==> config.mk <==
export PLATFORM = sky130hd
export DESIGN_NAME = pfm_ctrl
export DESIGN_NICKNAME = d
export VERILOG_FILES = /design/src/rtl/pfm_pkg.sv /design/src/rtl/pfm_ctrl.sv
export SDC_FILE = /design/constraint.sdc
export NUM_CORES = 1
export LEC_CHECK = 0
export ABC_AREA = 1
export BUFFER_PORTS_ARGS = -buffer_cell sky130_fd_sc_hd__buf_2
export CELL_PAD_IN_SITES_DETAIL_PLACEMENT = 1
export CELL_PAD_IN_SITES_GLOBAL_PLACEMENT = 2
export CORE_MARGIN = 5
export CORE_UTILIZATION = 20
export DETAILED_ROUTE_END_ITERATION = 16
export PLACE_DENSITY_LB_ADDON = 0.1
export SLEW_MARGIN = 20
export SYNTH_ARGS = -nofsm -noshare
export SYNTH_HDL_FRONTEND = slang
export SYNTH_SLANG_ARGS = --single-unit
==> constraint.sdc <==
create_clock -name aclk -period 1.3 [get_ports aclk]
set_input_delay 0.065 -clock aclk [delete_from_list [all_inputs] [get_ports aclk]]
set_output_delay 0.065 -clock aclk [all_outputs]
set_load 0.05 [all_outputs]
==> src/rtl/pfm_pkg.sv <==
// Shared constants, types and controller states for the polynomial fit scorer.
package pfm_pkg;

    localparam int DEF_MAX_TERMS  = 7;
    localparam int DEF_MAX_POINTS = 65536;

    localparam int NUM_COEFFS = 7;
    localparam int COEFF_W    = 16;
    localparam int FRAC_W     = 8;
    localparam int EST_W      = 40;
    localparam int PROD_W     = EST_W + COEFF_W;
    localparam int ADD_W      = PROD_W - FRAC_W + 1;
    localparam int DIFF_W     = EST_W + 1;
    localparam int SQ_IN_W    = 32;
    localparam int SUM_W      = 64;
    localparam int OUT_W      = 48;
    localparam int TC_W       = 3;
    localparam int CFG_IDX_W  = 3;
    localparam int S_DATA_W   = 2 * COEFF_W;
    localparam int DIV_CNT_W  = $clog2(SUM_W + 1);

    // Register index of the term count; coefficients sit below it
    localparam logic [CFG_IDX_W-1:0] REG_TERM_COUNT = CFG_IDX_W'(NUM_COEFFS);

    typedef enum logic [3:0] {
        ST_IDLE,
        ST_MUL,
        ST_ADD,
        ST_DIFF,
        ST_SQ,
        ST_ACC,
        ST_DIV_GO,
        ST_DIV,
        ST_OUT
    } pfm_state_t;

    typedef struct packed {
        logic load_item;
        logic mul_step;
        logic add_step;
        logic diff_step;
        logic sq_step;
        logic acc_step;
        logic div_start;
        logic out_load;
    } pfm_cmd_t;

    typedef struct packed {
        logic terms_le1;
        logic step_last;
        logic last_item;
        logic div_done;
        logic out_free;
    } pfm_sts_t;

endpackage

==> src/rtl/pfm_ctrl.sv <==
// Controller state machine that sequences the datapath for each point and for the mean at the end of a set.
module pfm_ctrl (
    input  logic               aclk,
    input  logic               aresetn,
    input  logic               s_tvalid,
    output logic               s_tready,
    input  pfm_pkg::pfm_sts_t  sts,
    output pfm_pkg::pfm_cmd_t  cmd
);

    pfm_pkg::pfm_state_t state_reg, state_next;

    always_comb begin
        state_next = state_reg;
        unique case (state_reg)
            pfm_pkg::ST_IDLE: begin
                if (s_tvalid) begin
                    state_next = sts.terms_le1 ? pfm_pkg::ST_DIFF : pfm_pkg::ST_MUL;
                end
            end
            pfm_pkg::ST_MUL:    state_next = pfm_pkg::ST_ADD;
            pfm_pkg::ST_ADD:    state_next = sts.step_last ? pfm_pkg::ST_DIFF : pfm_pkg::ST_MUL;
            pfm_pkg::ST_DIFF:   state_next = pfm_pkg::ST_SQ;
            pfm_pkg::ST_SQ:     state_next = pfm_pkg::ST_ACC;
            pfm_pkg::ST_ACC:    state_next = sts.last_item ? pfm_pkg::ST_DIV_GO : pfm_pkg::ST_IDLE;
            pfm_pkg::ST_DIV_GO: state_next = pfm_pkg::ST_DIV;
            pfm_pkg::ST_DIV: begin
                if (sts.div_done) begin
                    state_next = pfm_pkg::ST_OUT;
                end
            end
            pfm_pkg::ST_OUT: begin
                // hold the mean until the output register is free
                if (sts.out_free) begin
                    state_next = pfm_pkg::ST_IDLE;
                end
            end
            default:            state_next = pfm_pkg::ST_IDLE;
        endcase
    end

    always_comb begin
        cmd           = '0;
        s_tready      = (state_reg == pfm_pkg::ST_IDLE);
        cmd.load_item = (state_reg == pfm_pkg::ST_IDLE) && s_tvalid;
        cmd.mul_step  = (state_reg == pfm_pkg::ST_MUL);
        cmd.add_step  = (state_reg == pfm_pkg::ST_ADD);
        cmd.diff_step = (state_reg == pfm_pkg::ST_DIFF);
        cmd.sq_step   = (state_reg == pfm_pkg::ST_SQ);
        cmd.acc_step  = (state_reg == pfm_pkg::ST_ACC);
        cmd.div_start = (state_reg == pfm_pkg::ST_DIV_GO);
        cmd.out_load  = (state_reg == pfm_pkg::ST_OUT) && sts.out_free;
    end

    always_ff @(posedge aclk) begin
        if (!aresetn) begin
            state_reg <= pfm_pkg::ST_IDLE;
        end else begin
            state_reg <= state_next;
        end
    end

endmodule
Yosys cells after proc, flatten, opt, wreduce, memory -nomap -nowiden
Index checks and enable logic that the tools add are counted.

operators by class
  equal/unequal tests = 11
  muxes and demuxes = 7
  reductions and logical operators = 4

operators with widths
  cell                number
  $pmux 4 s9          1
  $eq 4x3->1 const B  4
  $mux 4              3
  $eq 4x2->1 const B  2
  $ne 2x2->1 const B  3
  $eq 4x1->1 const B  1
  $eq 4x4->1 const B  1
  $logic_not 4->1     1
  $mux 2              2
  $mux 3              1
  $reduce_and 3->1    1
  $logic_and 1x1->1   2

storage, ports and cells
  flip-flop bits (word level) = 4
  input port bits = 8
  output and inout port bits = 9
  logic and storage cells = 23

Longest topological paths before layout
Gate-level depths: netlist (run 1).

  depth after elaboration = 3
  gate-level depth with buffers = 9

Worst setup path before layout (run 1)
OpenSTA, ideal clock, no wires.

  path kind = reg-to-reg
  from = register state_reg[3]
  to = register state_reg[2]
  library setup time = 0.070 ns
  arrival = 1.896 ns
  data required time = 1.230 ns
  path slack = -0.666 ns
  cell stages (with the launch flop) = 6
  buffers on the path = 0
  cell sequence = dfxtp_1 inv_1 nand2_1 nor3_1 nor3_1 a21oi_1

RTL lines
  element                 line            RTL
  from (decl)             pfm_ctrl.sv:11  pfm_pkg::pfm_state_t state_reg, state_next;
  from (signal assigned)  pfm_ctrl.sv:57  state_reg <= pfm_pkg::ST_IDLE;
  from (signal assigned)  pfm_ctrl.sv:59  state_reg <= state_next;

==> tab_implementation.tex, run 1 <==
\begin{tabular}{lr}
\hline
Metric & Value \\
\hline
\multicolumn{2}{l}{\textbf{Power and ir drop}} \\
Combinational fraction of design power & 66.4\% \\
Areal power density over the cells & between 1500 and 2000 nW/um\^{}2 \\
Proportion of total power due to net switching & a little over half \\
Net switching power of the design & $\sim$630 uW \\
Sequential power share & $\sim$21\% \\
Static leakage & about 0.33 nW \\
Worst ir drop on vdd & 0.000639 V \\
Cell-internal power & 570 uW \\
Share of total power in the clock network & 13.1\% \\
\multicolumn{2}{l}{\textbf{Global route}} \\
Antenna violations before repair & 0 \\
Via count of the first global-routing pass & 445 \\
Remaining Overflow, GRT & 0 \\
Global router's overall resource usage & a little under a tenth \\
First-pass GRT wire length & between 1500 and 2000 um \\
Largest net degree at the start of global routing & 9 \\
\multicolumn{2}{l}{\textbf{Timing}} \\
Headroom to the max-slew limit & roughly 83\% \\
Final-report hold violation count & 0 \\
Post-route clock skew & approximately 0.0013 ns \\
Final setup violation count & 0 \\
Unrepaired setup endpoints after global routing & yes \\
Shortest clock period the worst path allows after layout & about 1.2 ns \\
Maximum frequency from static timing analysis & 0.818 GHz \\
Pin slew with the least headroom to its limit & about 0.25 ns \\
Number of pins with negative max-slew slack in the final report & 0 \\
Hold Slack & roughly 0.028 ns \\
Share of the clock period used by the worst path & a little over nine tenths \\
\multicolumn{2}{l}{\textbf{Floorplanning}} \\
Die Y & 52.9 um \\
Die span in x & 52.9 um \\
Boundary Pins & 17 \\
Site Rows & 15 \\
Total die area & about 2800 um\^{}2 \\
Initial cell density of the core & a little over a fifth \\
CORE AREA & about 1700 um\^{}2 \\
\multicolumn{2}{l}{\textbf{Detailed routing}} \\
Wire length reported by the detailed router & $\sim$1100 um \\
First drt pass iteration count & 1 \\
Post-DR wirelength/cell & 9.95 um \\
Residual DRC count & 0 \\
Via-per-instance ratio & around 4.0 \\
Routed Antenna Nets & 0 \\
Iteration-0 DRC count of the detailed router & 0 \\
Total via count after detailed routing & between 400 and 500 \\
\multicolumn{2}{l}{\textbf{Setup path}} \\
WS Path Type & flip-flop to output port \\
Gate family responsible for the most delay along the worst path & flip-flops \\
Arrival time of data at the critical path endpoint & 1.16 ns \\
Reg-to-reg startpoint & state\_reg[0] \\
Endpoint of the worst-slack reg-to-reg timing path & state\_reg[1] \\
Logic depth of the worst register-to-register path & 7 \\
Worst setup EP type & output port \\
Critical path peak fanout & 7 \\
Crit-path slowest cell & dfxtp\_4 \\
Worst Setup Start Kind & flip-flop \\
Required time of the worst setup path & approximately 1.2 ns \\
Delay of the slowest cell on the worst path & roughly 0.38 ns \\
R2R setup slack & around 0.12 ns \\
Critical path, cell by cell & nor2\_4 > nand3\_2 > nor2\_2 > buf\_6 \\
Count of buffer and inverter cells on the critical path & 1 \\
\multicolumn{2}{l}{\textbf{Min path}} \\
Hold Crit Endpoint & state\_reg[0] \\
Hold Crit Depth & 3 \\
Worst min-delay path startpoint & aresetn \\
Path type of the worst min-delay path & primary input to flip-flop \\
\multicolumn{2}{l}{\textbf{Clocking}} \\
CTS max path bufs & 2 \\
Number of levels in the clock H-tree & 1 \\
\# clock sinks & 4 \\
Number of buffers inserted for hold repair after clock tree synthesis & 0 \\
TritonCTS Buffers & 3 \\
Master cell of the clock root buffer & clkbuf\_4 \\
Clock-pin transition on the worst setup and hold timing paths & $\sim$0.040 ns \\
CTS tree & done \\
Clock latency of the later-clocked register in the worst-skew pair & 0.24 ns \\
\multicolumn{2}{l}{\textbf{Yosys}} \\
Synthesis-stage register bit count & 4 \\
Synth Net Count & 67 \\
Number of warning messages in the yosys log & 0 \\
Distinct cells, synth & 18 \\
Share of synthesized area occupied by flip-flops and latches & 21.8\% \\
Synthesized cell area & around 370 um\^{}2 \\
Mapped Cells & between 50 and 60 \\
Average footprint of a synthesized cell & 6.23 um\^{}2 \\
\multicolumn{2}{l}{\textbf{Layout}} \\
Final antenna diode count & 0 \\
Final net count & 92 \\
Synthesis-to-finish area growth & 64.6\% \\
Max FFs per register & 4 \\
Filler cell count in the final layout & around 240 \\
Multi-input gate area & about 250 um\^{}2 \\
Share of post-route cells with drive strength above 1 & a little under three fifths \\
Sequential standard cell area & 90.1 um\^{}2 \\
Non-filler cells, final & around 110 \\
Commonest non-fill, non-tap cells in the layout & inv\_1 (13), nand2\_1 (11), buf\_4 (9) \\
Area of all placed cells without fillers & approximately 610 um\^{}2 \\
Commonest non-fill, non-tap cell in the layout & inv\_1 \\
\multicolumn{2}{l}{\textbf{Placed design}} \\
Number of port buffers & 16 \\
Gpl congestion & about 0.7 \\
Placed cells & 100 \\
Post-detail-place hpwl & approximately 880 um \\
Area of placed instances & 490 um\^{}2 \\
\multicolumn{2}{l}{\textbf{Run}} \\
Max-cap check violation count & 0 \\
\multicolumn{2}{l}{\textbf{Status}} \\
Run status & complete, no violations \\
\hline
\end{tabular}
## worst reg2reg max path, stage by stage (launching register included)
cell and delay (ns):
dfxtp_4 0.38, nor2_4 0.19, buf_4 0.14, nand4_2 0.08
nand2_1 0.10, nor2_1 0.05, nand2_1 0.07, a21oi_2 0.05
## cell usage after synthesis (all sizes together)
cell / number / area share [%]
nand2: 12 / 12
buf: 1 / 3.1
nand4: 2 / 6.8
nor3: 3 / 4.1
a211oi: 1 / 2.0
nand3: 5 / 8.2
nor2: 10 / 17
inv: 16 / 16
o21ai: 1 / 1.4
a21oi: 2 / 3.7
and3: 1 / 1.7
o22ai: 1 / 1.7
dfxtp: 4 / 22
## layout make-up
class | count | share of cell area, %
clock buffer | 3 | 3.72
timing repair buffer | 21 | 25.2
multi-input combinational | 38 | 41.1
tap | 25 | 5.17
inverter | 16 | 9.92
sequential | 4 | 14.9
## logic make-up (layout without fill, tap and decap cells)
family / Yosys count / count (layout) / synth area share, %
simple gates: 33 / 33 / 50.0
compound gates: 5 / 5 / 8.84
flops: 4 / 4 / 21.8
buf+inv: 17 / 40 / 19.4
## worst max-delay path by stage
stage	startpoint	to	cells past startpoint
floorplan	state_reg[3]	state_reg[2]	5
global placement	state_reg[1]	state_reg[1]	6
detailed placement	state_reg[1]	cmd[0]	4
CTS	state_reg[1]	cmd[0]	4
global route	state_reg[0]	cmd[0]	4
finish	state_reg[0]	cmd[0]	4
## what timing repair did
| action | in CTS | in global routing |
|---|---|---|
| setup buffers | 0 | 4 |
| setup endpoints to repair | 8 | 9 |
| resized for setup | 12 | 11 |
| pin swaps | 0 | 2 |
## power by group through the flow
stage / clock network [mW] / logic, mW / registers [mW]
2_1_floorplan: 0 / 0.550 / 0.189
3_3_place_gp: 0 / 0.640 / 0.222
3_5_place_dp: 0 / 0.643 / 0.223
4_1_cts: 0.160 / 0.690 / 0.238
5_1_grt: 0.178 / 0.871 / 0.255
6_report: 0.157 / 0.800 / 0.247
## per-layer routing
layer / wire [um] / track usage [%]
met2: 496 / 15.3
met1: 472 / 10.6
met5: 0 / 0
met4: 0 / 1.28
met3: 95 / 4.51
## through the flow
stage               setup slack (ns)  power, mW  utilization [%]  setup TNS (ns)
floorplan                     -0.200      0.739                -          -0.200
global placement              0.0154      0.863             28.1               0
detailed placement            0.0241      0.865             28.1               0
CTS                           0.0121       1.09             31.0               0
global route                 -0.0188       1.30             34.7         -0.0188
finish                        0.0770       1.20             34.7               0
(Power assumes the default switching activity.)
==> inputs of run 2 (changes only) <==
PLACE_DENSITY = 0.82   (was default)
PLACE_DENSITY_LB_ADDON = default   (was 0.1)
SLEW_MARGIN = 0   (was 20)
==> run 2 against run 1 <==
  * Routed wire length decreased by 2.8%
  * Count of clock-buffer cells in the layout unchanged
  * Design area decreased by 8.5%
  * Sequential power decreased by 13%
  * Worst setup slack got worse by 0.017 ns
  * First-iteration DRC count increased by 1
  * Hold slack improved by 0.0097 ns
  * Clock power decreased by 3%
  * Core utilization decreased by 2.9 points
  * Sequential share of layout area increased by 0.47 points
  * Non-clock buffer count decreased by 4
  * Combinational power decreased by 8.1%
  * Critical endpoint is now cmd[4]
  * Largest cell class unchanged
==> tab_implementation.tex, run 2 (synthesized netlist as in run 1, its figures left out) <==
\begin{tabular}{lr}
\hline
Metric & Value \\
\hline
\multicolumn{2}{l}{\textbf{Setup path}} \\
Critical path peak fanout & 7 \\
Gate family responsible for the most delay along the worst path & simple AND/OR/NAND/NOR gates \\
Worst setup EP type & output port \\
Worst Setup Start Kind & flip-flop \\
Delay of the slowest cell on the worst path & between 0.3 and 0.4 ns \\
Logic depth of the worst register-to-register path & 8 \\
Critical path depth in cells & 3 \\
Crit-path slowest cell & dfxtp\_2 \\
Critical path, cell by cell & nor2\_4 > and3\_1 > buf\_6 \\
Arrival time of data at the critical path endpoint & around 1.2 ns \\
Count of buffer and inverter cells on the critical path & 1 \\
R2R setup slack & roughly 0.17 ns \\
Endpoint of the worst-slack reg-to-reg timing path & state\_reg[1] \\
WS Path Type & flip-flop to output port \\
Start point of the critical path & state\_reg[3] \\
Reg-to-reg startpoint & state\_reg[1] \\
End point of the critical path & cmd[4] \\
Required time of the worst setup path & approximately 1.2 ns \\
\multicolumn{2}{l}{\textbf{Clocking}} \\
Master cell of the clock root buffer & clkbuf\_4 \\
TritonCTS Buffers & 3 \\
CTS tree & done \\
Clock latency of the later-clocked register in the worst-skew pair & 0.24 ns \\
CTS max path bufs & 2 \\
Number of levels in the clock H-tree & 1 \\
\# clock sinks & 4 \\
Clock-pin transition on the worst setup and hold timing paths & $\sim$0.040 ns \\
Number of buffers inserted for hold repair after clock tree synthesis & 0 \\
\multicolumn{2}{l}{\textbf{Layout}} \\
Filler cell count in the final layout & 227 \\
Final net count & 88 \\
Commonest non-fill, non-tap cell in the layout & inv\_1 \\
Synthesis-to-finish area growth & 50.7\% \\
Area of all placed cells without fillers & 554 um\^{}2 \\
Non-filler cells, final & 103 \\
Share of post-route cells with drive strength above 1 & a little over half \\
Max FFs per register & 4 \\
Sequential standard cell area & approximately 85 um\^{}2 \\
Final antenna diode count & 0 \\
Multi-input gate area & roughly 240 um\^{}2 \\
Commonest non-fill, non-tap cells in the layout & inv\_1 (13), nand2\_1 (12), buf\_2 (8) \\
\multicolumn{2}{l}{\textbf{Power and ir drop}} \\
Areal power density over the cells & just under 2000 nW/um\^{}2 \\
Worst ir drop on vdd & 0.000622 V \\
Static leakage & between 0.3 and 0.4 nW \\
\multicolumn{2}{l}{\textbf{Run}} \\
Max-cap check violation count & 0 \\
\multicolumn{2}{l}{\textbf{Placed design}} \\
Number of port buffers & 16 \\
Placed cells & 100 \\
Gpl congestion & slightly above 0.7 \\
Post-detail-place hpwl & 883 um \\
Area of placed instances & $\sim$490 um\^{}2 \\
Dpl ws & about 0.08 ns \\
\multicolumn{2}{l}{\textbf{Detailed routing}} \\
Iteration-0 DRC count of the detailed router & 1 \\
Via-per-instance ratio & about 4.0 \\
Residual DRC count & 0 \\
Routed Antenna Nets & 0 \\
Total via count after detailed routing & between 400 and 500 \\
First drt pass iteration count & 2 \\
Post-DR wirelength/cell & about 10 um \\
Wire length reported by the detailed router & a little over 1000 um \\
\multicolumn{2}{l}{\textbf{Min path}} \\
Path type of the worst min-delay path & primary input to flip-flop \\
Worst min-delay path startpoint & aresetn \\
\multicolumn{2}{l}{\textbf{Timing}} \\
Headroom to the max-slew limit & a little over four fifths \\
Final setup violation count & 0 \\
Final worst-path setup slack & roughly 0.06 ns \\
Number of pins with negative max-slew slack in the final report & 0 \\
Hold Slack & approximately 0.038 ns \\
Share of the clock period used by the worst path & a little over nine tenths \\
Unrepaired setup endpoints after global routing & yes \\
Shortest clock period the worst path allows after layout & roughly 1.2 ns \\
Pin slew with the least headroom to its limit & between 0.2 and 0.3 ns \\
Post-route clock skew & between 0.007 and 0.008 ns \\
Maximum frequency from static timing analysis & just over 0.8 GHz \\
Final-report hold violation count & 0 \\
\multicolumn{2}{l}{\textbf{Global route}} \\
Top Usage Layer GRT & met2 \\
Met2 usage in global routing & between 10\% and 20\% \\
Via count of the first global-routing pass & 407 \\
Global router's overall resource usage & 8.35\% \\
Met3 Use GR & under 10\% \\
Remaining Overflow, GRT & 0 \\
Met1 Track Usage GR & about a tenth \\
Antenna violations before repair & 0 \\
Largest net degree at the start of global routing & 8 \\
First-pass GRT wire length & approximately 1700 um \\
\multicolumn{2}{l}{\textbf{Floorplanning}} \\
Site Rows & 15 \\
Die span in x & around 53 um \\
CORE AREA & 1750 um\^{}2 \\
Boundary Pins & 17 \\
Initial cell density of the core & between 20\% and 30\% \\
Die Y & 52.9 um \\
Total die area & about 2800 um\^{}2 \\
\multicolumn{2}{l}{\textbf{Status}} \\
Run status & complete, no violations \\
\hline
\end{tabular}
## run 2: changes by cell type in the layout (fill, tap and decap cells not counted)
cell,previous run,this run
buf_6,4,3
nor2_4,4,3
nand2_1,11,12
buf_4,9,6
dfxtp_2,2,4
nor2_2,4,5
nand3_1,3,4
nand3_2,2,1
nand2_2,1,0
dfxtp_4,2,0
## run 2: power by group
group | total, mW | internal (mW) | leakage [nW] | switching [mW]
Sequential | 0.214 | 0.158 | 0.0344 | 0.0554
Clock | 0.153 | 0.103 | 0.0138 | 0.0497
Combinational | 0.735 | 0.237 | 0.266 | 0.498
Total | 1.10 | 0.498 | 0.314 | 0.603
## run 2: timing repair
item	CTS	global route
hold endpoints to repair	0	0
gates cloned	0	0
buffers inserted	0	0
pin swaps	1	1
setup endpoints to repair	9	8
resized for setup	11	5
## run 2: worst min path at each step
stage                   endpoint  slack [ns]  cells after the start
global placement    state_reg[0]        0.27                      3
detailed placement  state_reg[0]        0.27                      3
floorplan           state_reg[0]        0.16                      2
CTS                 state_reg[0]        0.03                      3
finish              state_reg[0]        0.04                      3
global route        state_reg[0]        0.05                      3
## run 2: through the flow
| step | setup TNS [ns] | total power, mW | utilization (%) |
|---|---|---|---|
| 6_report | 0 | 1.10 | 31.8 |
| 5_1_grt | -0.00983 | 1.18 | 31.8 |
| 4_1_cts | 0 | 1.10 | 31.1 |
| 3_5_place_dp | 0 | 0.875 | 28.1 |
| 3_3_place_gp | 0 | 0.870 | 28.1 |
| 2_1_floorplan | -0.200 | 0.739 | - |
## run 2: area by class of cell
class	count	share of cell area, %
Clock buffer	3	4.06
Multi-Input combinational cell	38	42.7
Tap cell	25	5.64
Inverter	16	10.8
Timing Repair Buffer	17	21.4
Sequential cell	4	15.3
## run 2: per-layer routing
metal	vias to the layer above	share of wire (%)
met3	0	5.8
met2	11	51
met4	0	0
met1	185	43
li1	219	-
met5	-	0
## run 2: worst reg2reg max path, cell delays in order (launching register included)
cell	delay [ns]
dfxtp_2	0.33
buf_4	0.16
nor2_2	0.12
nand3_1	0.08
nand2_1	0.10
inv_1	0.05
nand2_1	0.06
nand2_1	0.06
a21oi_2	0.10
