==> config.mk <==
export PLATFORM = sky130hd
export DESIGN_NAME = pfm_dp
export DESIGN_NICKNAME = d
export VERILOG_FILES = /design/src/rtl/pfm_pkg.sv /design/src/rtl/pfm_div.sv /design/src/rtl/pfm_dp.sv
export SDC_FILE = /design/constraint.sdc
export NUM_CORES = 2
export LEC_CHECK = 0
export ABC_AREA = 1
export BUFFER_PORTS_ARGS = -buffer_cell sky130_fd_sc_hd__buf_2
export CORE_ASPECT_RATIO = 1.4
export CORE_MARGIN = 4
export CORE_UTILIZATION = 30
export DETAILED_ROUTE_END_ITERATION = 12
export PLACE_DENSITY_LB_ADDON = 0.12
export SLEW_MARGIN = 40
export SYNTH_ARGS = -nofsm -noshare
export SYNTH_HDL_FRONTEND = slang
export SYNTH_SLANG_ARGS = --single-unit
==> constraint.sdc <==
create_clock -name aclk -period 10 [get_ports aclk]
set_input_delay 0.5 -clock aclk [delete_from_list [all_inputs] [get_ports aclk]]
set_output_delay 0.5 -clock aclk [all_outputs]
set_load 0.1 [all_outputs]
==> src/rtl/pfm_pkg.sv <==
// Shared constants, types and controller states for the polynomial fit scorer.
package pfm_pkg;

    localparam int DEF_MAX_TERMS  = 7;
    localparam int DEF_MAX_POINTS = 65536;

    localparam int NUM_COEFFS = 7;
    localparam int COEFF_W    = 16;
    localparam int FRAC_W     = 8;
    localparam int EST_W      = 40;
    localparam int PROD_W     = EST_W + COEFF_W;
    localparam int ADD_W      = PROD_W - FRAC_W + 1;
    localparam int DIFF_W     = EST_W + 1;
    localparam int SQ_IN_W    = 32;
    localparam int SUM_W      = 64;
    localparam int OUT_W      = 48;
    localparam int TC_W       = 3;
    localparam int CFG_IDX_W  = 3;
    localparam int S_DATA_W   = 2 * COEFF_W;
    localparam int DIV_CNT_W  = $clog2(SUM_W + 1);

    // Register index of the term count; coefficients sit below it
    localparam logic [CFG_IDX_W-1:0] REG_TERM_COUNT = CFG_IDX_W'(NUM_COEFFS);

    typedef enum logic [3:0] {
        ST_IDLE,
        ST_MUL,
        ST_ADD,
        ST_DIFF,
        ST_SQ,
        ST_ACC,
        ST_DIV_GO,
        ST_DIV,
        ST_OUT
    } pfm_state_t;

    typedef struct packed {
        logic load_item;
        logic mul_step;
        logic add_step;
        logic diff_step;
        logic sq_step;
        logic acc_step;
        logic div_start;
        logic out_load;
    } pfm_cmd_t;

    typedef struct packed {
        logic terms_le1;
        logic step_last;
        logic last_item;
        logic div_done;
        logic out_free;
    } pfm_sts_t;

endpackage

==> src/rtl/pfm_div.sv <==
// Restoring divider, one quotient bit per cycle, for the error sum over the point count.
module pfm_div #(
    parameter int DVS_W = 17
) (
    input  logic                       aclk,
    input  logic                       aresetn,
    input  logic                       start,
    input  logic [pfm_pkg::SUM_W-1:0]  dividend,
    input  logic [DVS_W-1:0]           divisor,
    output logic                       done,
    output logic [pfm_pkg::SUM_W-1:0]  quotient
);

    logic [pfm_pkg::SUM_W-1:0]     quo_reg, quo_next;
    logic [DVS_W-1:0]              rem_reg, rem_next;
    logic [pfm_pkg::DIV_CNT_W-1:0] cnt_reg, cnt_next;
    logic                          busy_reg, busy_next;
    logic                          done_reg, done_next;
    logic [DVS_W:0]                trial;
    logic [DVS_W:0]                trial_sub;
    logic                          fits;

    always_comb begin
        trial     = {rem_reg, quo_reg[pfm_pkg::SUM_W-1]};
        trial_sub = trial - {1'b0, divisor};
        fits      = (trial >= {1'b0, divisor});
    end

    always_comb begin
        quo_next  = quo_reg;
        rem_next  = rem_reg;
        cnt_next  = cnt_reg;
        busy_next = busy_reg;
        done_next = 1'b0;
        if (start) begin
            quo_next  = dividend;
            rem_next  = '0;
            cnt_next  = '0;
            busy_next = 1'b1;
        end else if (busy_reg) begin
            // remainder stays below the divisor, so the top bit drops safely
            rem_next = fits ? trial_sub[DVS_W-1:0] : trial[DVS_W-1:0];
            quo_next = {quo_reg[pfm_pkg::SUM_W-2:0], fits};
            cnt_next = cnt_reg + 1'b1;
            if (cnt_reg == pfm_pkg::DIV_CNT_W'(pfm_pkg::SUM_W - 1)) begin
                busy_next = 1'b0;
                done_next = 1'b1;
            end
        end
    end

    always_ff @(posedge aclk) begin
        if (!aresetn) begin
            busy_reg <= 1'b0;
            done_reg <= 1'b0;
        end else begin
            busy_reg <= busy_next;
            done_reg <= done_next;
        end
        quo_reg <= quo_next;
        rem_reg <= rem_next;
        cnt_reg <= cnt_next;
    end

    assign done     = done_reg;
    assign quotient = quo_reg;

endmodule

==> src/rtl/pfm_dp.sv <==
// Datapath: configuration registers, Horner evaluation, squared error, sums and output register.
module pfm_dp #(
    parameter int MAX_TERMS  = pfm_pkg::DEF_MAX_TERMS,
    parameter int MAX_POINTS = pfm_pkg::DEF_MAX_POINTS
) (
    input  logic                            aclk,
    input  logic                            aresetn,
    input  logic                            cfg_valid,
    input  logic [pfm_pkg::CFG_IDX_W-1:0]   cfg_index,
    input  logic [pfm_pkg::COEFF_W-1:0]     cfg_data,
    input  logic [pfm_pkg::S_DATA_W-1:0]    s_tdata,
    input  logic                            s_tlast,
    input  logic                            m_tready,
    input  pfm_pkg::pfm_cmd_t               cmd,
    output pfm_pkg::pfm_sts_t               sts,
    output logic                            m_tvalid,
    output logic [pfm_pkg::OUT_W-1:0]       m_tdata,
    output logic                            m_tuser
);

    localparam int STEP_W  = $clog2(MAX_TERMS + 1);
    localparam int IDX_W   = (MAX_TERMS > 1) ? $clog2(MAX_TERMS) : 1;
    localparam int COUNT_W = $clog2(MAX_POINTS + 1);
    localparam int EXT_W   = pfm_pkg::EST_W - pfm_pkg::COEFF_W;
    localparam int AEXT_W  = pfm_pkg::ADD_W - pfm_pkg::COEFF_W;
    localparam int YEXT_W  = pfm_pkg::DIFF_W - pfm_pkg::COEFF_W;
    localparam int HI_W    = pfm_pkg::ADD_W - pfm_pkg::EST_W + 1;

    localparam logic signed [pfm_pkg::EST_W-1:0] EST_MAX = {1'b0, {(pfm_pkg::EST_W-1){1'b1}}};
    localparam logic signed [pfm_pkg::EST_W-1:0] EST_MIN = {1'b1, {(pfm_pkg::EST_W-1){1'b0}}};

    // configuration
    logic signed [pfm_pkg::COEFF_W-1:0] coeff_reg [MAX_TERMS];
    logic [pfm_pkg::TC_W-1:0]           tc_reg;

    // per point
    logic signed [pfm_pkg::COEFF_W-1:0] x_reg, y_reg;
    logic                               last_reg;
    logic [STEP_W-1:0]                  step_reg, step_next;
    logic signed [pfm_pkg::EST_W-1:0]   est_reg, est_next;
    logic signed [pfm_pkg::PROD_W-1:0]  prod_reg;
    logic [pfm_pkg::DIFF_W-1:0]         mag_reg;
    logic [pfm_pkg::SUM_W-1:0]          sq_reg;

    // data set state
    logic [pfm_pkg::SUM_W-1:0]          sum_reg, sum_next;
    logic [COUNT_W-1:0]                 count_reg, count_next;
    logic                               sat_reg, sat_next;

    // output register
    logic                               out_valid_reg, out_valid_next;
    logic [pfm_pkg::OUT_W-1:0]          out_data_reg;
    logic                               out_user_reg;

    logic [pfm_pkg::TC_W-1:0]           n_eff, n_m1;
    logic [STEP_W-1:0]                  step_m1;
    logic signed [pfm_pkg::COEFF_W-1:0] top_coeff, step_coeff;
    logic signed [pfm_pkg::ADD_W-1:0]   add_sum;
    logic [HI_W-1:0]                    add_hi;
    logic                               add_ovf;
    logic signed [pfm_pkg::DIFF_W-1:0]  diff;
    logic [pfm_pkg::DIFF_W-1:0]         mag_next;
    logic                               sq_big;
    logic [pfm_pkg::SQ_IN_W-1:0]        sq_lo;
    logic [pfm_pkg::SUM_W-1:0]          sq_prod;
    logic [pfm_pkg::SUM_W:0]            acc_sum;
    logic                               div_done;
    logic [pfm_pkg::SUM_W-1:0]          quotient;
    logic                               mean_ovf;

    pfm_div #(
        .DVS_W(COUNT_W)
    ) u_div (
        .aclk    (aclk),
        .aresetn (aresetn),
        .start   (cmd.div_start),
        .dividend(sum_reg),
        .divisor (count_reg),
        .done    (div_done),
        .quotient(quotient)
    );

    // configuration writes; coefficient indices at or above MAX_TERMS are never used, so drop them
    always_ff @(posedge aclk) begin
        if (!aresetn) begin
            for (int i = 0; i < MAX_TERMS; i++) begin
                coeff_reg[i] <= '0;
            end
            tc_reg <= pfm_pkg::TC_W'(1);
        end else if (cfg_valid) begin
            if (cfg_index == pfm_pkg::REG_TERM_COUNT) begin
                tc_reg <= cfg_data[pfm_pkg::TC_W-1:0];
            end else if (cfg_index < pfm_pkg::CFG_IDX_W'(MAX_TERMS)) begin
                coeff_reg[cfg_index[IDX_W-1:0]] <= cfg_data;
            end
        end
    end

    // Horner set-up and step
    always_comb begin
        n_eff      = (tc_reg > pfm_pkg::TC_W'(MAX_TERMS)) ? pfm_pkg::TC_W'(MAX_TERMS) : tc_reg;
        n_m1       = n_eff - 1'b1;
        top_coeff  = coeff_reg[n_m1[IDX_W-1:0]];
        step_m1    = step_reg - 1'b1;
        step_coeff = coeff_reg[step_m1[IDX_W-1:0]];
        // floor the product by the fraction bits, keeping its sign
        add_sum    = {prod_reg[pfm_pkg::PROD_W-1],
                      prod_reg[pfm_pkg::PROD_W-1 -: (pfm_pkg::ADD_W - 1)]}
                     + {{AEXT_W{step_coeff[pfm_pkg::COEFF_W-1]}}, step_coeff};
        add_hi     = add_sum[pfm_pkg::ADD_W-1:pfm_pkg::EST_W-1];
        add_ovf    = !((add_hi == '0) || (add_hi == '1));
    end

    always_comb begin
        est_next  = est_reg;
        step_next = step_reg;
        if (cmd.load_item) begin
            if (n_eff == '0) begin
                est_next  = '0;
                step_next = '0;
            end else begin
                est_next  = {{EXT_W{top_coeff[pfm_pkg::COEFF_W-1]}}, top_coeff};
                step_next = n_m1[STEP_W-1:0];
            end
        end else if (cmd.add_step) begin
            step_next = step_m1;
            if (!add_ovf) begin
                est_next = add_sum[pfm_pkg::EST_W-1:0];
            end else if (add_sum[pfm_pkg::ADD_W-1]) begin
                est_next = EST_MIN;
            end else begin
                est_next = EST_MAX;
            end
        end
    end

    // squared error
    always_comb begin
        diff     = {est_reg[pfm_pkg::EST_W-1], est_reg}
                   - {{YEXT_W{y_reg[pfm_pkg::COEFF_W-1]}}, y_reg};
        mag_next = diff[pfm_pkg::DIFF_W-1] ? (~diff + 1'b1) : diff;
        sq_big   = |mag_reg[pfm_pkg::DIFF_W-1:pfm_pkg::SQ_IN_W];
        sq_lo    = mag_reg[pfm_pkg::SQ_IN_W-1:0];
        sq_prod  = sq_lo * sq_lo;
        acc_sum  = {1'b0, sum_reg} + {1'b0, sq_reg};
    end

    always_comb begin
        mean_ovf = |quotient[pfm_pkg::SUM_W-1:pfm_pkg::OUT_W];
    end

    // data set state
    always_comb begin
        sum_next   = sum_reg;
        count_next = count_reg;
        sat_next   = sat_reg;
        if (cmd.out_load) begin
            sum_next   = '0;
            count_next = '0;
            sat_next   = 1'b0;
        end else begin
            if (cmd.add_step && add_ovf) begin
                sat_next = 1'b1;
            end
            if (cmd.sq_step && sq_big) begin
                sat_next = 1'b1;
            end
            if (cmd.acc_step) begin
                if (acc_sum[pfm_pkg::SUM_W]) begin
                    sum_next = '1;
                    sat_next = 1'b1;
                end else begin
                    sum_next = acc_sum[pfm_pkg::SUM_W-1:0];
                end
                if (count_reg < COUNT_W'(MAX_POINTS)) begin
                    count_next = count_reg + 1'b1;
                end else begin
                    sat_next = 1'b1;
                end
            end
        end
    end

    always_comb begin
        out_valid_next = out_valid_reg;
        if (cmd.out_load) begin
            out_valid_next = 1'b1;
        end else if (m_tready) begin
            out_valid_next = 1'b0;
        end
    end

    always_ff @(posedge aclk) begin
        if (!aresetn) begin
            sum_reg       <= '0;
            count_reg     <= '0;
            sat_reg       <= 1'b0;
            out_valid_reg <= 1'b0;
        end else begin
            sum_reg       <= sum_next;
            count_reg     <= count_next;
            sat_reg       <= sat_next;
            out_valid_reg <= out_valid_next;
        end
    end

    always_ff @(posedge aclk) begin
        if (cmd.load_item) begin
            x_reg    <= s_tdata[pfm_pkg::COEFF_W-1:0];
            y_reg    <= s_tdata[pfm_pkg::S_DATA_W-1:pfm_pkg::COEFF_W];
            last_reg <= s_tlast;
        end
        est_reg  <= est_next;
        step_reg <= step_next;
        if (cmd.mul_step) begin
            prod_reg <= est_reg * x_reg;
        end
        if (cmd.diff_step) begin
            mag_reg <= mag_next;
        end
        if (cmd.sq_step) begin
            sq_reg <= sq_big ? '1 : sq_prod;
        end
        if (cmd.out_load) begin
            out_data_reg <= mean_ovf ? '1 : quotient[pfm_pkg::OUT_W-1:0];
            out_user_reg <= sat_reg | mean_ovf;
        end
    end

    always_comb begin
        sts.terms_le1 = (n_eff <= pfm_pkg::TC_W'(1));
        sts.step_last = (step_reg == STEP_W'(1));
        sts.last_item = last_reg;
        sts.div_done  = div_done;
        sts.out_free  = !out_valid_reg || m_tready;
    end

    assign m_tvalid = out_valid_reg;
    assign m_tdata  = out_data_reg;
    assign m_tuser  = out_user_reg;

endmodule

# == Yosys cells after proc, flatten, opt, wreduce, memory -nomap -nowiden ==
# Memory sizes are Yosys's and may differ from the RTL's.
# Cells that the tools add are included.
# totals
reg_bits,462
ram_bits,112
input_bits,64
output_inout_bits,55
word_cells,98
mem_count,1
# memory_table
name,words,width,read_ports,rd_clocked_by_memory_dff,wr,line_no,rtl
coeff_reg,7,16,2,0,7,pfm_dp.sv:33,logic signed [pfm_pkg::COEFF_W-1:0] coeff_reg [MAX_TERMS];
# classes
addsub,9
mul,2
order_cmp,5
eq_ne,4
n_mux,34
bitwise_logic,4
reduce_logical,18
# op_table
op,n
$mux 40,6
$mux 64,3
$add 64x64->65,1
$mul 32x32->64,1
$mul 40x16->56,1
$add 48x16->49,1
$add 41x1->41 const B,1
$not 41->41,1
$sub 40x16->41,1
$reduce_or 16->1,2
$ge 18x17->1,1
$mux 1,18
$add 17x1->17 const B,1
$lt 17x17->1 const B,1
$mux 17,1
$sub 17x17->17,1
$mux 16,1
$mux 3,5
$eq 10x10->1 const B,1
$logic_not 10->1,1
$reduce_or 9->1,1
$add 7x1->7 const B,1
$eq 7x6->1 const B,1
$reduce_bool 2->1,3
other kinds (15),21

# == Longest topological paths before layout ==
# An unclocked memory read counts as a cell.
# depth
ltp_word,12
depth_mapped,34
mapped_depth_nobuf,32

# == Modules after synthesis ==
# A second synthesis with hierarchy kept.
# hier_totals
cells_unflattened,11323
area_unflattened_um2,89200.6
# by_module_without_submodules
mod,n_inst,cells_each,area_each_um2,seq_area_each_um2
pfm_dp,1,10663,84119.4,13753.2
pfm_div,1,660,5081.1,2442.3

# == Worst setup path after synthesis ==
# No wires, ideal clock.
# synth_timing
kind,reg2reg
startpoint,reg mag_reg[12] in the netlist's numbering
endpoint,reg sq_reg[63] in the netlist's numbering (data pin)
setup_ns,0.271
arrival_time_ns,6.892
required_ns,9.729
setup_slack_ns,2.837
stages_incl_launch_ff,31
path_buffers,3
period_less_slack_ns,7.163
cell_sequence,edfxtp_1 clkbuf_1 clkbuf_1 buf_1 nand2_1 fa_1 inv_1 fa_1 fa_1 inv_1 fa_1 inv_1 fa_1 inv_1 fa_1 inv_1 fa_1 fa_1 ha_1 a21o_1 a21oi_1 o21ai_0 a21oi_1 o21ai_0 a21o_1 nand2_1 nand2_1 a21oi_1 inv_1 nand2_1 nand3_1
# synth_via
elab_chain_len,1
# synth_rtl
element,line_no,rtl
start: declaration,pfm_dp.sv:42,logic [pfm_pkg::DIFF_W-1:0] mag_reg;
start signal: assignment,pfm_dp.sv:219,mag_reg <= mag_next;
$mul 32x32->64,pfm_dp.sv:144,sq_prod = sq_lo * sq_lo;
end signal: assignment,pfm_dp.sv:222,sq_reg <= sq_big ? '1 : sq_prod;
end: declaration,pfm_dp.sv:43,logic [pfm_pkg::SUM_W-1:0] sq_reg;
# Every way passes these cells.
# A chain may end at the register's enable or synchronous reset.

# == Final worst setup path ==
# layout_timing
startpoint,reg mag_reg[6] in the netlist's numbering
endpoint,reg sq_reg[63] in the netlist's numbering (data pin)
# Same word-level chain as after synthesis.

==> impl_results.md <==
* Crit Path Class: flop to flop
* Crit end category: flop
* DRT met1 WL at 108000 um
* Crit Path Max Fanout at 18
* Pins Over Slew Limit at 0
* Number of global-route vias before repair at 78500
* Layout Area Growth over Synthesis at 10.1%
* Final setup fails at 0
* GRT Overall Usage at 19.8%
* Number of cells produced by synthesis at 11100
* Worst EP required at 10.44 ns
* Crit-path most repeated cell: fa_1
* Chip Width at 466 um
* Leading area contributor after synthesis: fa_1
* Final WS setup at 1.57 ns
* Fillers at 31400
* Routability congestion estimate at 0.904
* DP Area at 0.0939 sq mm
* Post-route cell area at 0.0969 sq mm
* Max-Cap Viols at 0
* Mapped Area at 0.0880 sq mm
* First-pass GRT wire length at 460000 um
* CP Data Arrival Time at 8.86 ns
* Met2 wire length at 170000 um
* Total wire length at 298000 um
* Synth Register Bits at 582
* Minimum setup slack after placement at 1.52 ns
* Slew HR at 40.4%
* Wire length on met3 at 7770 um
* Post-synth cell types at 56
* Worst Clk Skew at 0.0400 ns
* Worst-skew pair later-pin latency at 0.70 ns
* Number of DRC markers in iteration 0 at 3186
* CTS H-Tree Depth at 3
* Largest net degree at the start of global routing at 70
* Dpl hpwl at 247000 um
* IO Count at 119
* ANT nets after route at 0
* Die ar. at 0.302 sq mm
* Core footprint at 0.292 sq mm
* Multi-input logic area at 0.0602 sq mm
* Rows at 235
* WP buf/inv at 6
* TritonCTS buffer count at 77
* Most frequent cells after synthesis: inv_1, nand2_1, fa_1
* Max layer used: met4
* Clk buf depth at 3
* Register area at 0.0162 sq mm
* Total gr overflow at 0
* Hold Crit Class: input port to flop
* Final Hold Fails at 0
* Startpoint Class: flop
* CP max-delay cell: edfxtp_1
* Final net count at 13200
* Die Ht at 649 um
* DR DRC count at 0
* DR WL/cell at 19.7 um
* Most common cell in the netlist: inv_1
* Initial Utilization at 30.1%
* Final period util at 84.3%
* Commonest register cell after synthesis: edfxtp_1
* Top Family by Delay on Critical Path: adder cells
* Clk sinks at 582
* Worst path max stage delay at 0.87 ns
* Fmax at 119 MHz
* Final Util at 33.2%
* Post-synthesis sequential area ratio at 18.4%
* EDFF count, synth at 454
* Ratio of cells with drive above 1 in the final layout at 5.02%
* Setup TNS Final at 0 ns
* Max FFs per register at 128
* Initial antenna violation count at 3
* CTS resizes at 0
* Vias per inst at 4.65
* Yosys top cell area share at 31.7%
* DR pass1 iterations at 8
* Status: completed
* Avg Cell Area, Syn at 7.96 sq um
* Via count of the routed design at 70300
* Worst-path clk slew at 0.05 ns
* IO Port Bufs at 118
* Yosys warnings at 0
* Ranking of synthesized cells by area: fa_1, edfxtp_1, inv_1
* CTS tree: built
* RSZ-0062 raised after global routing: false
* Worst slew pin tran at 0.885 ns
* Async set-reset flop share out of synthesis at 0%
* Final min period at 8.43 ns
* Root buf cell: clkbuf_16
-- metal layers --
layer  track usage, %  up-vias
li1                 -    33600
met1             20.5    34900
met2             40.4     1293
met3             1.47      528
met4             7.63        0
met5                0        -
-- per-stage QoR --
step	hold slack (ns)	instances
2_1_floorplan	0.439	11100
3_3_place_gp	0.461	14900
3_5_place_dp	0.482	14900
4_1_cts	0.0193	15100
5_1_grt	0.0758	15100
6_report	0.0855	15100
-- what timing repair did --
| item | in CTS | in global routing |
|---|---|---|
| setup buffers | 0 | 0 |
| hold buffers | 33 | 0 |
| endpoints found under the hold margin | 33 | 0 |
-- cells in the final DEF (no fill, tap or decap), types with 8 or more instances in the layout --
cell type         n
a21boi_0         10
a21o_1           58
a21oi_1         477
a221oi_1          8
a31o_2           10
a31oi_1          80
buf_2           116
buf_4           131
buf_6            40
clkbuf_1         23
clkbuf_16        80
clkbuf_8          9
clkinv_1          8
conb_1           16
dfxtp_1         128
dlygate4sd3_1    33
edfxtp_1        454
fa_1           1393
ha_1            599
inv_1          2778
inv_2            13
nand2_1        2519
nand2_2          13
nand3_1         239
nand3_2           8
nand3b_1         13
nand4_1          63
nor2_1          784
nor2_2           14
nor3_1           53
nor3_2            8
nor4_1           16
o211ai_1         23
o21a_1           19
o21ai_0         461
o21bai_1         35
o22ai_1          76
or2_2            63
xnor2_1         103
xor2_1          133
-- tightest hold or removal path: cells and delay by family --
kind | cells | cell delay, ns
and+or+nand+nor | 1 | 0.06
buffers and inverters | 2 | 0.10
AOI/OAI and AO/OA | 1 | 0.06
-- final timing paths --
check                                    from       endpoint  slack [ns]  cells past startpoint
worst min register to register  count_reg[15]  count_reg[16]        0.47                      2
worst max-delay path               mag_reg[6]     sq_reg[63]        1.57                     27
worst max register to register     mag_reg[6]     sq_reg[63]        1.57                     27
worst min-delay path                 m_tready       m_tvalid        0.09                      4
-- final cells by class --
| type | instances | area share, % |
|---|---|---|
| diodes | 2 | 0.00517 |
| multi-input cells | 7362 | 62.1 |
| flip-flops and latches | 582 | 16.7 |
| repair buffers | 327 | 2.55 |
| clock buffers | 112 | 2.28 |
| well taps | 3910 | 5.05 |
| clock inverters | 32 | 0.422 |
| inverters | 2797 | 10.8 |
-- cell families (layout without fill, tap and decap cells) --
family | Yosys count | after routing | synth area share [%]
adder cells (fa/ha/maj) | 1993 | 1993 | 40.2
AO/OA/AOI/OAI | 1298 | 1298 | 8.21
other | 1 | 18 | 0.00426
buffers and inverters | 3128 | 3268 | 13.4
flip-flops | 582 | 582 | 18.4
AND/OR/NAND/NOR | 3819 | 3819 | 17.4
XOR/XNOR | 236 | 236 | 2.35
Power is not shown: default switching activity piles up to over one toggle a cycle in this logic, so the estimate is an artifact.
